$ cat config.mk
export PLATFORM = sky130hd
export DESIGN_NAME = pdms_fifo
export DESIGN_NICKNAME = d
export VERILOG_FILES = /design/src/design/pdms_pkg.sv /design/src/design/pdms_fifo.sv
export SDC_FILE = /design/constraint.sdc
export NUM_CORES = 1
export LEC_CHECK = 0
export ABC_CLOCK_PERIOD_IN_PS = 7100
export BUFFER_PORTS_ARGS = -buffer_cell sky130_fd_sc_hd__buf_2
export CORE_ASPECT_RATIO = 1.5
export CORE_MARGIN = 4
export CORE_UTILIZATION = 61
export CTS_CLUSTER_DIAMETER = 100
export DETAILED_ROUTE_END_ITERATION = 8
export PLACE_DENSITY = 0.84
export SYNTH_ARGS = -nofsm -noshare
export SYNTH_HDL_FRONTEND = slang
export SYNTH_SLANG_ARGS = --single-unit
$ cat constraint.sdc
create_clock -name clk -period 7.1 [get_ports clk]
set_input_delay 0.71 -clock clk [delete_from_list [all_inputs] [get_ports clk]]
set_output_delay 0.71 -clock clk [all_outputs]
set_load 0.01 [all_outputs]
$ cat src/design/pdms_pkg.sv
package pdms_pkg;

    // Field and store widths.
    localparam int PIXELS       = 4096;
    localparam int PIXEL_BITS   = $clog2(PIXELS);
    localparam int SAMPLE_BITS  = 16;
    localparam int S1_BITS      = 28;
    localparam int S2_BITS      = 42;
    localparam int N_BITS       = 11;
    localparam int MAX_FRAMES   = 1024;
    localparam int PROD_BITS    = 2 * SAMPLE_BITS;

    // Finalize engine sizing.
    localparam int DIV_BITS     = 2 * S1_BITS;
    localparam int DIV_CNT_BITS = $clog2(DIV_BITS);
    localparam int SQRT_STEPS   = S2_BITS / 2;
    localparam int FIFO_DEPTH   = 4;
    localparam int FIFO_AW      = $clog2(FIFO_DEPTH);

    // Per-pixel statistics as held in the store.
    typedef struct packed {
        logic [SAMPLE_BITS-1:0] ref_val;
        logic [S1_BITS-1:0]     s1;
        logic [S2_BITS-1:0]     s2;
    } pixel_stats_t;

    // One finalize request passed from the front end to the back end.
    typedef struct packed {
        logic [PIXEL_BITS-1:0] pix;
        pixel_stats_t          stats;
    } fin_entry_t;

endpackage

$ cat src/design/pdms_fifo.sv
module pdms_fifo
(
    input  logic                 clk,
    input  logic                 rst_n,
    input  logic                 push,
    input  pdms_pkg::fin_entry_t wr_data,
    input  logic                 pop,
    output pdms_pkg::fin_entry_t rd_data,
    output logic                 full,
    output logic                 empty
);

    pdms_pkg::fin_entry_t           slot_reg [pdms_pkg::FIFO_DEPTH];
    logic [pdms_pkg::FIFO_AW-1:0]   wr_ptr_reg;
    logic [pdms_pkg::FIFO_AW-1:0]   rd_ptr_reg;
    logic [pdms_pkg::FIFO_AW:0]     count_reg;

    assign full    = (count_reg == (pdms_pkg::FIFO_AW+1)'(pdms_pkg::FIFO_DEPTH));
    assign empty   = (count_reg == '0);
    assign rd_data = slot_reg[rd_ptr_reg];

    // Pointers and fill count.
    always_ff @(posedge clk or negedge rst_n)
    begin
        if (!rst_n)
        begin
            wr_ptr_reg <= '0;
            rd_ptr_reg <= '0;
            count_reg  <= '0;
        end
        else
        begin
            if (push)
            begin
                wr_ptr_reg <= wr_ptr_reg + 1'b1;
            end
            if (pop)
            begin
                rd_ptr_reg <= rd_ptr_reg + 1'b1;
            end
            if (push && !pop)
            begin
                count_reg <= count_reg + 1'b1;
            end
            else if (pop && !push)
            begin
                count_reg <= count_reg - 1'b1;
            end
        end
    end

    // Entry storage.
    always_ff @(posedge clk)
    begin
        if (push)
        begin
            slot_reg[wr_ptr_reg] <= wr_data;
        end
    end

    assert property (@(posedge clk) disable iff (!rst_n) full |-> !push)
        else $error("item queue written while full");
    assert property (@(posedge clk) disable iff (!rst_n) empty |-> !pop)
        else $error("item queue read while empty");
    assert property (@(posedge clk) disable iff (!rst_n)
        (push && !pop) |=> (count_reg == $past(count_reg) + 1'b1))
        else $error("item queue count did not follow a write");

endmodule

==> reports/qor.yml, run 1 <==
outcome: "completed"
final_max_slew_viol_count: 0
wl_per_cell_um: 24.62
cts-root-buf: "clkbuf_16"
crit_fanout: 47
power_leakage_nw: 5.801
clock_latency_ps: 520
final_nets: 878
max_clock_freq_ghz: 0.2618
nFillCells: 1384
yosysTopAreaCell: "edfxtp_1"
overflow: 0
rsz0062_at_grt: "false"
syn_to_final_growth_pct: 15.96
post_synth_instance_area_um2: 14640
syn_inst: 546
first_pass_iters: 5
min_period_over_period: 0.5380
final-setup-viol-count: 0
antenna_found_initial: 5
port_buffers: 201
cts_tree: "yes"
grt_pass1_vias: 7150
period_needed_ps: 3820
row_count: 69
worst-setup-path-type: "reg -> out"
grt_pass1_wl_um: 42110
fin_skew_ps: 34.42
final-hold-violation-count: 0
endpoint_kind: "output pin"
max_cap_viol_count: 0
initialDrtViolationCount: 485
dieHeight_um: 197.7
synth_area_per_cell_um2: 26.81
synth_cell_types: 19
synth_warnings: 0
startpoint_type: "register"
vdd_drop_max_mv: 0.3241
cts_sinks: 399
routed_wl_um: 27530
ctsResizeCount: 0
ys_top_cells_by_area: "edfxtp_1, mux4_2, buf_12"
ant_nets: 0
grt_usage: 0.2119
cts_buffers: 35
cts_hold_buf: 1
worstMarginPinSlew_ps: 922.6
via_per_inst: 5.750
cts_setup_buffers: 0
power_density_nw_per_um2: 413.5
finalSetupTns_ps: 0
start_util: 0.6188
dp_hpwl_um: 16820
hp-class: "in -> reg"
synth_seq_area_share: 0.8161
core-area_um2: 23660
slew_headroom: 0.3849
placed_cells: 1051
synth_top_area_share: 0.8042
ios: 202
clkTransAtPathRegs_ps: 70
crit_arrival_ps: 3110
ys_seq_elements: 399
layout.cells.non_filler: 1118
cts_max_level: 2
clockBufferDepth: 3
grt_max_degree: 59
gp_congestion: 0.7717
die_area_um2: 26590
via_count: 6429
drcViolationCount: 0
layout-drive-gt1-share: 0.4560
fp.dieW_um: 134.5
hold_ws_ps: 407.1
largest_reg_flops: 392
syn-num-nets: 654
cp.required_ps: 6390
## synth_stat cells, drive strengths merged
cell	n
and2	4
buf	22
dfrtp	7
edfxtp	392
fa	1
ha	5
inv	4
mux2	1
mux4	98
nand2	2
nor2	1
nor3	1
nor3b	1
o21ai	1
xnor2	2
xor2	4
## cell families (layout without fill, tap and decap cells)
logic type,after synthesis,after routing,share of synthesized area
XOR/XNOR,6,6,0.003590
buffers and inverters,26,276,0.01940
adder cells (fa/ha/maj),6,6,0.005642
flip-flops,399,399,0.8161
multiplexers,99,99,0.1516
AND/OR/NAND/NOR,9,9,0.003333
other,0,3,0
AO/OA/AOI/OAI,1,1,0.0003416
## cell usage in the layout (no fill, tap or decap), types with 2 or more instances in the layout
master / count
mux4_2: 98
nand2_1: 2
bufinv_16: 3
edfxtp_1: 392
dfrtp_4: 2
and2_4: 4
clkbuf_1: 7
dfrtp_1: 5
xor2_1: 4
ha_1: 5
buf_2: 201
clkinv_2: 8
buf_4: 7
diode_2: 3
inv_1: 4
xnor2_1: 2
clkinv_1: 6
clkbuf_16: 36
## cell type report
class,instances,area [um2],share of cell area
diodes,3,7.507,0.0004423
clock buffers,43,927.1,0.05462
clock inverters,20,185.2,0.01091
inverters,4,15.01,0.0008846
multi-input cells,121,2417,0.1424
flip-flops and latches,399,11950,0.7043
well taps,319,399.1,0.02351
repair buffers,209,1069,0.06295
## routing by layer
layer / routed length, um / track usage / vias to the layer above
met4: 743 / 0.07019 / 4
li1: - / - / 2797
met2: 15250 / 0.3674 / 222
met1: 9909 / 0.2691 / 3353
met3: 1600 / 0.04830 / 53
met5: 27 / 0 / -
## worst paths after layout
| path | start | end | slack (ps) | cells past startpoint |
|---|---|---|---|---|
| setup / recovery | rd_ptr_reg[0] | rd_data[86] | 3280 | 3 |
| hold / removal | pop | rd_ptr_reg[0] | 410 | 2 |
| setup reg to reg | wr_ptr_reg[1] | slot_reg[0][69] | 4620 | 4 |
| hold reg to reg | count_reg[2] | count_reg[2] | 510 | 1 |
| max in group asynchronous | rst_n | rd_ptr_reg[1] | 6360 | 2 |
| min in group asynchronous | rst_n | count_reg[0] | 570 | 2 |
## stage by stage
stage	setup slack [ps]	total power [mW]	cell area, um2	utilization
CTS	3103	7.123	16970	0.7172
global route	2914	7.353	16970	0.7176
global placement	3720	5.197	15840	0.6698
floorplan	3658	4.670	14640	-
finish	3280	7.019	16970	0.7176
detailed placement	3683	5.283	15840	0.6698
## worst max-delay path, stage by stage, from the launching register on
cell,delay (ps)
dfrtp_4,1020
buf_4,760
mux4_2,620
buf_2,160
## power breakdown
part | internal, mW | switching (mW)
combinational | 0.889 | 0.959
sequential | 3.08 | 0.256
clock | 1.04 | 0.786
(Power assumes the default switching activity.)
==> inputs of run 2 (changes only) <==
--- a/config.mk
+++ b/config.mk
@@ -5,14 +5,14 @@
 export SDC_FILE = /design/constraint.sdc
 export NUM_CORES = 1
 export LEC_CHECK = 0
-export ABC_CLOCK_PERIOD_IN_PS = 7100
+export ABC_CLOCK_PERIOD_IN_PS = 3600
 export BUFFER_PORTS_ARGS = -buffer_cell sky130_fd_sc_hd__buf_2
 export CORE_ASPECT_RATIO = 1.5
 export CORE_MARGIN = 4
-export CORE_UTILIZATION = 61
+export CORE_UTILIZATION = 57
 export CTS_CLUSTER_DIAMETER = 100
 export DETAILED_ROUTE_END_ITERATION = 8
-export PLACE_DENSITY = 0.84
+export PLACE_DENSITY = 0.79
 export SYNTH_ARGS = -nofsm -noshare
 export SYNTH_HDL_FRONTEND = slang
 export SYNTH_SLANG_ARGS = --single-unit
==> constraint.sdc (replaced) <==
create_clock -name clk -period 3.6 [get_ports clk]
set_input_delay 0.36 -clock clk [delete_from_list [all_inputs] [get_ports clk]]
set_output_delay 0.36 -clock clk [all_outputs]
set_load 0.01 [all_outputs]
==> run 2 against run 1 <==
- routed wire length up 1.2%
- global-route usage shrank 1.2 points
- combinational power increased by 110%
- clock power up 96%
- design area grew 0.63%
- first-iteration DRC count shrank 25%
- critical path depth unchanged
- die area is 6.7% higher
- non-clock buffer count increased by 5
- power increased by 98%
- critical path type unchanged
==> reports/qor.yml, run 2 (same netlist as run 1, synthesis figures left out) <==
period_needed_ps: 2744
p_sw_frac: 0.2848
via_count: 6549
outcome: "completed"
grt_pass1_vias: 7310
largest_reg_flops: 392
worstHoldEndpoint: "slot_reg[0][87]"
p_comb_frac: 0.281
endpoint_kind: "output pin"
preCtsSetupSlack_ps: 1344
layout-drive-gt1-share: 0.4496
layout.cells.most_common: "edfxtp_1"
cts_max_level: 2
port_buffers: 201
routed_wl_um: 27860
final-hold-violation-count: 0
final_max_slew_viol_count: 0
cp.required_ps: 3240
fin_ws_ps: 856.0
fin_skew_ps: 16.89
overflow: 0
rsz0062_at_grt: "false"
cts_tree: "yes"
syn_to_final_growth_pct: 16.69
dieHeight_um: 204.3
vdd_drop_max_mv: 0.5136
die_area_um2: 28360
max_clock_freq_ghz: 0.3644
slew_headroom: 0.4606
crit_fanout: 54
hp-class: "in -> reg"
clkTransAtPathRegs_ps: 70
antenna_found_initial: 5
ff2ff_path_depth: 4
p_sw_mw: 3.964
grt_max_degree: 60
clockBufferDepth: 3
cts_setup_buffers: 0
initialDrtViolationCount: 364
clock_latency_ps: 520
max_cap_viol_count: 0
dp_hpwl_um: 17130
startpoint_type: "register"
min_period_over_period: 0.7622
finalSetupTns_ps: 0
via_per_inst: 5.770
start_util: 0.5802
r2r_start: "wr_ptr_reg[0]"
row_count: 71
seqPwrFrac: 0.461
rrSetupSlack_ps: 1450
power_density_nw_per_um2: 814.8
ios: 202
cts_sinks: 399
wl_per_cell_um: 24.54
final_nets: 885
power_leakage_nw: 5.836
layout_common_cells: "edfxtp_1, buf_2, mux4_2, clkbuf_16"
p_int_mw: 9.955
cts-root-buf: "clkbuf_16"
cts_buffers: 37
worst-setup-path-type: "reg -> out"
gp_congestion: 0.7207
worstMarginPinSlew_ps: 809.1
final-setup-viol-count: 0
core-area_um2: 25230
grt_usage: 0.1999
crit_arrival_ps: 2380
hold_depth: 1
grt_pass1_wl_um: 42940
drcViolationCount: 0
fp.dieW_um: 138.8
rr_endpoint: "slot_reg[0][55]"
power_mw: 13.92
worstHoldStart: "wr_data[87]"
clock_power_share: 0.258
first_pass_iters: 4
ant_nets: 0
==> run 2: cell types whose count changed in the layout (fill, tap and decap cells not counted), moves of 2 or more <==
cell / previous run / this run
clkbuf_16: 36 / 39
clkbuf_1: 7 / 11
clkinv_2: 8 / 1
bufinv_16: 3 / 1
buf_12: 0 / 4
clkinv_1: 6 / 11
==> run 2: worst max path at each step <==
stage,startpoint,to,slack [ps],depth (start not counted)
2_1_floorplan,wr_ptr_reg[0],slot_reg[2][0],250,3
3_3_place_gp,rd_ptr_reg[1],rd_data[4],1380,3
3_5_place_dp,rd_ptr_reg[1],rd_data[4],1340,3
4_1_cts,rd_ptr_reg[1],rd_data[4],770,3
5_1_grt,rd_ptr_reg[1],rd_data[4],740,3
6_report,rd_ptr_reg[1],rd_data[92],860,3
==> run 2: worst max-delay path, stage by stage, from the launching register on <==
cell and delay (ps):
dfrtp_4 870, buf_12 400, mux4_2 390, buf_2 160
==> run 2: layout make-up <==
| class | instances | area (um2) |
|---|---|---|
| flip-flops and latches | 399 | 11950 |
| fillers | 1624 | 8148 |
| multi-input cells | 121 | 2417 |
| repair buffers | 214 | 1156 |
| clock buffers | 50 | 1017 |
| well taps | 328 | 410.4 |
| clock inverters | 15 | 101.3 |
| inverters | 4 | 15.01 |
| diodes | 4 | 10.01 |
==> run 2: through the flow <==
step	hold slack, ps	area (um2)	utilization	std cells
2_1_floorplan	64.41	14640	-	546
3_3_place_gp	201.3	15940	0.6319	1065
3_5_place_dp	210.9	15940	0.6319	1065
4_1_cts	33.17	17070	0.6767	1131
5_1_grt	31.76	17080	0.6769	1134
6_report	54.56	17080	0.6770	1135
==> run 2: power groups by stage <==
| stage | clock, mW | combinational [mW] | sequential (mW) |
|---|---|---|---|
| finish | 3.59 | 3.91 | 6.42 |
| global route | 3.88 | 4.23 | 6.49 |
| CTS | 3.67 | 4.04 | 6.43 |
| detailed placement | 0 | 4.01 | 6.52 |
| global placement | 0 | 3.92 | 6.43 |
| floorplan | 0 | 2.84 | 6.37 |
==> run 2: per-layer routing <==
layer / vias to the layer above / GRT usage / wire length [um]
li1: 2825 / - / -
met1: 3429 / 0.2381 / 10050
met2: 236 / 0.3541 / 15210
met3: 55 / 0.05056 / 1781
met4: 4 / 0.07483 / 789
met5: - / 0 / 26
==> run 2: repair_timing <==
| action | CTS | global route |
|---|---|---|
| resized for setup | 0 | 0 |
| hold buffers | 1 | 0 |
| endpoints found under the hold margin | 7 | 0 |
