**config.mk**
```make
export PLATFORM = sky130hd
export DESIGN_NAME = pdms_back
export DESIGN_NICKNAME = d
export VERILOG_FILES = /design/src/design/pdms_pkg.sv /design/src/design/pdms_back.sv
export SDC_FILE = /design/constraint.sdc
export NUM_CORES = 2
export LEC_CHECK = 0
export BUFFER_PORTS_ARGS = -buffer_cell sky130_fd_sc_hd__clkbuf_2
export CELL_PAD_IN_SITES_DETAIL_PLACEMENT = 0
export CELL_PAD_IN_SITES_GLOBAL_PLACEMENT = 1
export CORE_AREA = 2 2 398 282
export CTS_BUF_LIST = sky130_fd_sc_hd__clkbuf_4 sky130_fd_sc_hd__clkbuf_8
export DETAILED_ROUTE_END_ITERATION = 16
export DIE_AREA = 0 0 400 284
export PLACE_DENSITY_LB_ADDON = 0.3
export SETUP_SLACK_MARGIN = 0.15
export SLEW_MARGIN = 25
export SYNTH_ARGS = -nofsm -noshare
export SYNTH_HDL_FRONTEND = slang
export SYNTH_SLANG_ARGS = --single-unit
export TNS_END_PERCENT = 50
```
**constraint.sdc**
```tcl
create_clock -name clk -period 13.1 [get_ports clk]
set_input_delay 2.62 -clock clk [delete_from_list [all_inputs] [get_ports clk]]
set_output_delay 2.62 -clock clk [all_outputs]
set_load 0.03 [all_outputs]
```
**src/design/pdms_pkg.sv**
```systemverilog
package pdms_pkg;

    // Field and store widths.
    localparam int PIXELS       = 4096;
    localparam int PIXEL_BITS   = $clog2(PIXELS);
    localparam int SAMPLE_BITS  = 16;
    localparam int S1_BITS      = 28;
    localparam int S2_BITS      = 42;
    localparam int N_BITS       = 11;
    localparam int MAX_FRAMES   = 1024;
    localparam int PROD_BITS    = 2 * SAMPLE_BITS;

    // Finalize engine sizing.
    localparam int DIV_BITS     = 2 * S1_BITS;
    localparam int DIV_CNT_BITS = $clog2(DIV_BITS);
    localparam int SQRT_STEPS   = S2_BITS / 2;
    localparam int FIFO_DEPTH   = 4;
    localparam int FIFO_AW      = $clog2(FIFO_DEPTH);

    // Per-pixel statistics as held in the store.
    typedef struct packed {
        logic [SAMPLE_BITS-1:0] ref_val;
        logic [S1_BITS-1:0]     s1;
        logic [S2_BITS-1:0]     s2;
    } pixel_stats_t;

    // One finalize request passed from the front end to the back end.
    typedef struct packed {
        logic [PIXEL_BITS-1:0] pix;
        pixel_stats_t          stats;
    } fin_entry_t;

endpackage

```
**src/design/pdms_back.sv**
```systemverilog
module pdms_back
(
    input  logic                                clk,
    input  logic                                rst_n,
    input  logic [pdms_pkg::N_BITS-1:0]         num_frames,
    input  logic                                fifo_empty,
    input  pdms_pkg::fin_entry_t                fifo_data,
    output logic                                fifo_pop,
    output logic                                out_valid,
    input  logic                                out_ready,
    output logic [pdms_pkg::PIXEL_BITS-1:0]     result_pixel,
    output logic [pdms_pkg::SAMPLE_BITS-1:0]    mean_value,
    output logic [pdms_pkg::SAMPLE_BITS-1:0]    std_value
);

    typedef enum logic [3:0] {
        S_IDLE,
        S_DIV_MEAN,
        S_MEAN,
        S_DIV_Q,
        S_VAR,
        S_DIV_V,
        S_SQRT,
        S_DONE
    } state_t;

    localparam int MEAN_BITS = pdms_pkg::S1_BITS + 2;

    state_t                                 state_reg;
    logic [pdms_pkg::PIXEL_BITS-1:0]        pix_reg;
    logic [pdms_pkg::SAMPLE_BITS-1:0]       ref_reg;
    logic                                   neg_reg;
    logic [pdms_pkg::S2_BITS-1:0]           s2_reg;
    logic [pdms_pkg::DIV_BITS-1:0]          sq_reg;
    logic [pdms_pkg::DIV_BITS-1:0]          dq_reg;
    logic [pdms_pkg::N_BITS-1:0]            rem_reg;
    logic [pdms_pkg::N_BITS-1:0]            divisor_reg;
    logic [pdms_pkg::DIV_CNT_BITS-1:0]      cnt_reg;
    logic [pdms_pkg::SAMPLE_BITS-1:0]       mean_reg;
    logic [pdms_pkg::S2_BITS-1:0]           x_reg;
    logic [pdms_pkg::S2_BITS-1:0]           res_reg;
    logic [pdms_pkg::S2_BITS-1:0]           bit_reg;
    logic                                   out_valid_reg;
    logic [pdms_pkg::PIXEL_BITS-1:0]        out_pix_reg;
    logic [pdms_pkg::SAMPLE_BITS-1:0]       out_mean_reg;
    logic [pdms_pkg::SAMPLE_BITS-1:0]       out_std_reg;

    logic [pdms_pkg::N_BITS-1:0]            n_clamp;
    logic [pdms_pkg::S1_BITS-1:0]           abs_s1;
    logic [pdms_pkg::N_BITS:0]              rem_sh;
    logic                                   div_ge;
    logic [pdms_pkg::N_BITS-1:0]            rem_step;
    logic [pdms_pkg::DIV_BITS-1:0]          dq_step;
    logic signed [MEAN_BITS-1:0]            mean_s;
    logic [pdms_pkg::DIV_BITS-1:0]          s2_ext;
    logic [pdms_pkg::S2_BITS-1:0]           var_val;
    logic [pdms_pkg::S2_BITS:0]             sq_trial;
    logic                                   sq_ge;

    // Frame count clamped for the divisions.
    always_comb
    begin
        if (num_frames < pdms_pkg::N_BITS'(2))
        begin
            n_clamp = pdms_pkg::N_BITS'(2);
        end
        else if (num_frames > pdms_pkg::N_BITS'(pdms_pkg::MAX_FRAMES))
        begin
            n_clamp = pdms_pkg::N_BITS'(pdms_pkg::MAX_FRAMES);
        end
        else
        begin
            n_clamp = num_frames;
        end
    end

    assign abs_s1 = fifo_data.stats.s1[pdms_pkg::S1_BITS-1] ? -fifo_data.stats.s1
                                                            : fifo_data.stats.s1;

    // One restoring division step.
    always_comb
    begin
        rem_sh   = {rem_reg, dq_reg[pdms_pkg::DIV_BITS-1]};
        div_ge   = rem_sh >= {1'b0, divisor_reg};
        rem_step = div_ge ? pdms_pkg::N_BITS'(rem_sh - {1'b0, divisor_reg})
                          : rem_sh[pdms_pkg::N_BITS-1:0];
        dq_step  = {dq_reg[pdms_pkg::DIV_BITS-2:0], div_ge};
    end

    // Signed mean from the quotient magnitude.
    always_comb
    begin
        mean_s = neg_reg ? -$signed({2'b00, dq_reg[pdms_pkg::S1_BITS-1:0]})
                         : $signed({2'b00, dq_reg[pdms_pkg::S1_BITS-1:0]});
        mean_s = mean_s + $signed({{(MEAN_BITS-pdms_pkg::SAMPLE_BITS){1'b0}}, ref_reg});
    end

    // Variance numerator, floored at zero.
    always_comb
    begin
        s2_ext  = {{(pdms_pkg::DIV_BITS-pdms_pkg::S2_BITS){1'b0}}, s2_reg};
        var_val = (dq_reg > s2_ext) ? '0 : pdms_pkg::S2_BITS'(s2_ext - dq_reg);
    end

    // One square-root digit step.
    assign sq_trial = {1'b0, res_reg} + {1'b0, bit_reg};
    assign sq_ge    = {1'b0, x_reg} >= sq_trial;

    assign fifo_pop     = (state_reg == S_IDLE) && !fifo_empty;
    assign out_valid    = out_valid_reg;
    assign result_pixel = out_pix_reg;
    assign mean_value   = out_mean_reg;
    assign std_value    = out_std_reg;

    // Finalize sequencer and result register.
    always_ff @(posedge clk or negedge rst_n)
    begin
        if (!rst_n)
        begin
            state_reg     <= S_IDLE;
            out_valid_reg <= 1'b0;
            pix_reg       <= '0;
            ref_reg       <= '0;
            neg_reg       <= 1'b0;
            s2_reg        <= '0;
            sq_reg        <= '0;
            dq_reg        <= '0;
            rem_reg       <= '0;
            divisor_reg   <= '0;
            cnt_reg       <= '0;
            mean_reg      <= '0;
            x_reg         <= '0;
            res_reg       <= '0;
            bit_reg       <= '0;
            out_pix_reg   <= '0;
            out_mean_reg  <= '0;
            out_std_reg   <= '0;
        end
        else
        begin
            // A taken result is dropped unless the finishing item refills the register.
            if (out_valid_reg && out_ready && (state_reg != S_DONE))
            begin
                out_valid_reg <= 1'b0;
            end
            case (state_reg)
                S_IDLE:
                begin
                    if (!fifo_empty)
                    begin
                        pix_reg     <= fifo_data.pix;
                        ref_reg     <= fifo_data.stats.ref_val;
                        neg_reg     <= fifo_data.stats.s1[pdms_pkg::S1_BITS-1];
                        s2_reg      <= fifo_data.stats.s2;
                        sq_reg      <= abs_s1 * abs_s1;
                        dq_reg      <= {{(pdms_pkg::DIV_BITS-pdms_pkg::S1_BITS){1'b0}}, abs_s1};
                        rem_reg     <= '0;
                        divisor_reg <= n_clamp;
                        cnt_reg     <= '0;
                        state_reg   <= S_DIV_MEAN;
                    end
                end
                S_DIV_MEAN, S_DIV_Q, S_DIV_V:
                begin
                    dq_reg  <= dq_step;
                    rem_reg <= rem_step;
                    cnt_reg <= cnt_reg + 1'b1;
                    if (cnt_reg == pdms_pkg::DIV_CNT_BITS'(pdms_pkg::DIV_BITS - 1))
                    begin
                        case (state_reg)
                            S_DIV_MEAN: state_reg <= S_MEAN;
                            S_DIV_Q:    state_reg <= S_VAR;
                            default:    state_reg <= S_SQRT;
                        endcase
                        if (state_reg == S_DIV_V)
                        begin
                            x_reg   <= dq_step[pdms_pkg::S2_BITS-1:0];
                            res_reg <= '0;
                            bit_reg <= pdms_pkg::S2_BITS'(1) << (2 * (pdms_pkg::SQRT_STEPS - 1));
                            cnt_reg <= '0;
                        end
                    end
                end
                S_MEAN:
                begin
                    if (mean_s < 0)
                    begin
                        mean_reg <= '0;
                    end
                    else if (mean_s > $signed(MEAN_BITS'(16'hFFFF)))
                    begin
                        mean_reg <= '1;
                    end
                    else
                    begin
                        mean_reg <= mean_s[pdms_pkg::SAMPLE_BITS-1:0];
                    end
                    dq_reg    <= sq_reg;
                    rem_reg   <= '0;
                    cnt_reg   <= '0;
                    state_reg <= S_DIV_Q;
                end
                S_VAR:
                begin
                    dq_reg      <= {{(pdms_pkg::DIV_BITS-pdms_pkg::S2_BITS){1'b0}}, var_val};
                    rem_reg     <= '0;
                    divisor_reg <= n_clamp - 1'b1;
                    cnt_reg     <= '0;
                    state_reg   <= S_DIV_V;
                end
                S_SQRT:
                begin
                    if (sq_ge)
                    begin
                        x_reg   <= x_reg - sq_trial[pdms_pkg::S2_BITS-1:0];
                        res_reg <= (res_reg >> 1) + bit_reg;
                    end
                    else
                    begin
                        res_reg <= res_reg >> 1;
                    end
                    bit_reg <= bit_reg >> 2;
                    cnt_reg <= cnt_reg + 1'b1;
                    if (cnt_reg == pdms_pkg::DIV_CNT_BITS'(pdms_pkg::SQRT_STEPS - 1))
                    begin
                        state_reg <= S_DONE;
                    end
                end
                S_DONE:
                begin
                    if (!out_valid_reg || out_ready)
                    begin
                        out_valid_reg <= 1'b1;
                        out_pix_reg   <= pix_reg;
                        out_mean_reg  <= mean_reg;
                        out_std_reg   <= (res_reg > pdms_pkg::S2_BITS'(16'hFFFF))
                                         ? '1 : res_reg[pdms_pkg::SAMPLE_BITS-1:0];
                        state_reg     <= S_IDLE;
                    end
                end
                default:
                begin
                    state_reg <= S_IDLE;
                end
            endcase
        end
    end

    assert property (@(posedge clk) disable iff (!rst_n)
        (state_reg == S_MEAN) |-> (dq_reg[pdms_pkg::DIV_BITS-1:pdms_pkg::S1_BITS] == '0))
        else $error("mean quotient wider than the difference sum");
    assert property (@(posedge clk) disable iff (!rst_n)
        (state_reg == S_SQRT) |-> (cnt_reg < pdms_pkg::DIV_CNT_BITS'(pdms_pkg::SQRT_STEPS)))
        else $error("square root ran past its last digit");
    assert property (@(posedge clk) disable iff (!rst_n)
        (state_reg == S_DIV_MEAN || state_reg == S_DIV_Q || state_reg == S_DIV_V)
        |-> (rem_reg < divisor_reg))
        else $error("division remainder not below divisor");

endmodule

```
==> metrics.cfg <==
[synth]
async_flop_share=1.00
synth.distinct_cells=95
yosysTopAreaCellShare=0.251
ys_seq_area_frac=0.193
yosysTopAreaCell=fa_1
syn_inst=5734
yosysWarnings=0
synth-seq-cells=379
synth_ff_type=dfrtp_1
synth_top_cells_by_count=inv_1, nand2_1, fa_1
synth_area_um2=49100
synth_area_leaders=fa_1, dfrtp_1, ha_1
synth_most_common_cell=inv_1
synth.avg_cell_area_um2=8.56
synth_edf_count=0

[timing]
fmax_mhz=80.7
hold_viol_final=0
setup_ws_ps=704
fin_crit_sh=0.946
min_period_ps=12400
setup_violations=0
finClkSkew_ps=46.5
hold-worst-slack_ps=472
finalSetupTns_ps=0
rsz0062_at_grt=no
maxSlewViolCount=0
worstMarginPinSlew_ps=1060
relSlewSlack=0.291

[worst_setup_path]
crit_start=fifo_data[43]
critPathRequiredTime_ps=13700
startpoint_type=primary input
reg2reg_depth=21
crit_fanout=10
slowest_stage=a211oi_1
arrival_ps=13000
cpPeakStageDelay_ps=710
crit_type=in -> reg
r2r_start=res_reg[2]$_DFFE_PN0P_
r2r_end=x_reg[13]$_DFFE_PN0P_
end_kind=flip-flop
reg2reg_slack_ps=6230
cpMostUsedCell=fa_1

[min_path]
min-delay-start=pix_reg[3]$_DFFE_PN0P_
min_path_cells=2
hold_end=pix_reg[3]$_DFFE_PN0P_
hp-class=reg -> reg

[clock_network]
htree_levels=2
postCtsSetupBuffers=0
cts_sinks=379
clk_pin_slew_worst_paths_ps=70
clkLatencyLatePin_ps=690
cts_hold_buf=0
numCtsBuffers=58
clock_path_buffers=3
cts_tree=yes
cts_repair_resize_count=0
root_buffer=clkbuf_8

[grt]
grt_use_total=0.268
grt_pass1_vias=39900
overflow=0
antenna_found_initial=2
grt_pass1_wl_mm=237
grt_max_degree=165

[placed_design]
place_congestion=0.932
dp_hpwl_mm=120
preCtsSetupSlack_ps=236
numPortBuffers=158

[finish]
fin_nets=6957
drive_gt1_frac=0.0828
regArea_um2=9490
fill_cells=10700
largest_register_ffs=56
multi_input_area_um2=34800
area_delta_synth_final_pct=8.25

[floorplan]
die_w_um=400
die_y_um=284
core_um2=110000
start_util=0.447
die-area_um2=114000
rows=102
ioPinCount=159

[outcome]
status=finished clean

[route]
first_iter_violations=3412
route.detailed.drc=0
vias_per_cell=5.48
drt_first_pass_iters=8
ant_nets=0
avgRoutedWirePerCell_um=20.5
via_count=40100
wl_mm=150

[job]
max_cap_viol_count=0

[logic make-up after synthesis]
kind of cell | synth area share
xor gates and xnor gates | 0.0485
and+or+nand+nor | 0.130
buffers and inverters | 0.102
muxes | 0.0110
adders and majority gates | 0.356
DFF | 0.193
AOI/OAI and AO/OA | 0.159
other | 0.000153
[placed cells by master, fill, tap and decap left out, types with 67 or more instances in the layout]
| cell type | count |
|---|---|
| inv_1 | 1060 |
| nand2_1 | 711 |
| fa_1 | 616 |
| ha_1 | 410 |
| nor2_1 | 381 |
| o21ai_0 | 380 |
| dfrtp_1 | 378 |
| a21oi_1 | 272 |
| clkbuf_2 | 157 |
| xnor2_1 | 131 |
| xor2_1 | 128 |
| buf_4 | 94 |
| a21o_1 | 85 |
| clkbuf_8 | 77 |
| a31oi_1 | 67 |
[worst max path at each step]
stage | to | slack (ps) | depth (start not counted)
finish | sq_reg[41]$_DFFE_PN0P_ | 700 | 35
global route | sq_reg[41]$_DFFE_PN0P_ | 320 | 35
CTS | sq_reg[54]$_DFFE_PN0P_ | 900 | 36
detailed placement | sq_reg[54]$_DFFE_PN0P_ | 240 | 36
global placement | sq_reg[41]$_DFFE_PN0P_ | 430 | 35
floorplan | sq_reg[55]$_DFFE_PN0P_ | 860 | 37
[layout make-up]
type	instances	share of cell area
well taps	1456	0.0343
multi-input cells	4049	0.656
repair buffers	254	0.0292
flip-flops and latches	379	0.178
diodes	1	0.0000471
inverters	1076	0.0760
clock inverters	17	0.00417
clock buffers	92	0.0221
[through the flow]
stage          cells  area, um^2   util
6_report        7324       53100  0.484
5_1_grt         7323       53100  0.484
4_1_cts         7322       53100  0.484
3_5_place_dp    7213       51700  0.471
3_3_place_gp    7213       51700  0.471
2_1_floorplan   5754       49200      -
[worst max-delay path, delay by kind of cell]
| family | cells | cell delay [ps] |
|---|---|---|
| adder cells (fa/ha/maj) | 9 | 4130 |
| AO/OA/AOI/OAI | 9 | 2320 |
| XOR/XNOR | 1 | 230 |
| AND/OR/NAND/NOR | 7 | 2510 |
| buffers and inverters | 9 | 1140 |
[metal layers]
layer | GRT usage | wire length (um)
met1 | 0.428 | 73400
met4 | 0.0438 | 2520
met3 | 0.0459 | 12100
met5 | 0 | 13
met2 | 0.380 | 62400
Power is not shown: default switching activity piles up to over one toggle a cycle in this logic, so the estimate is an artifact.
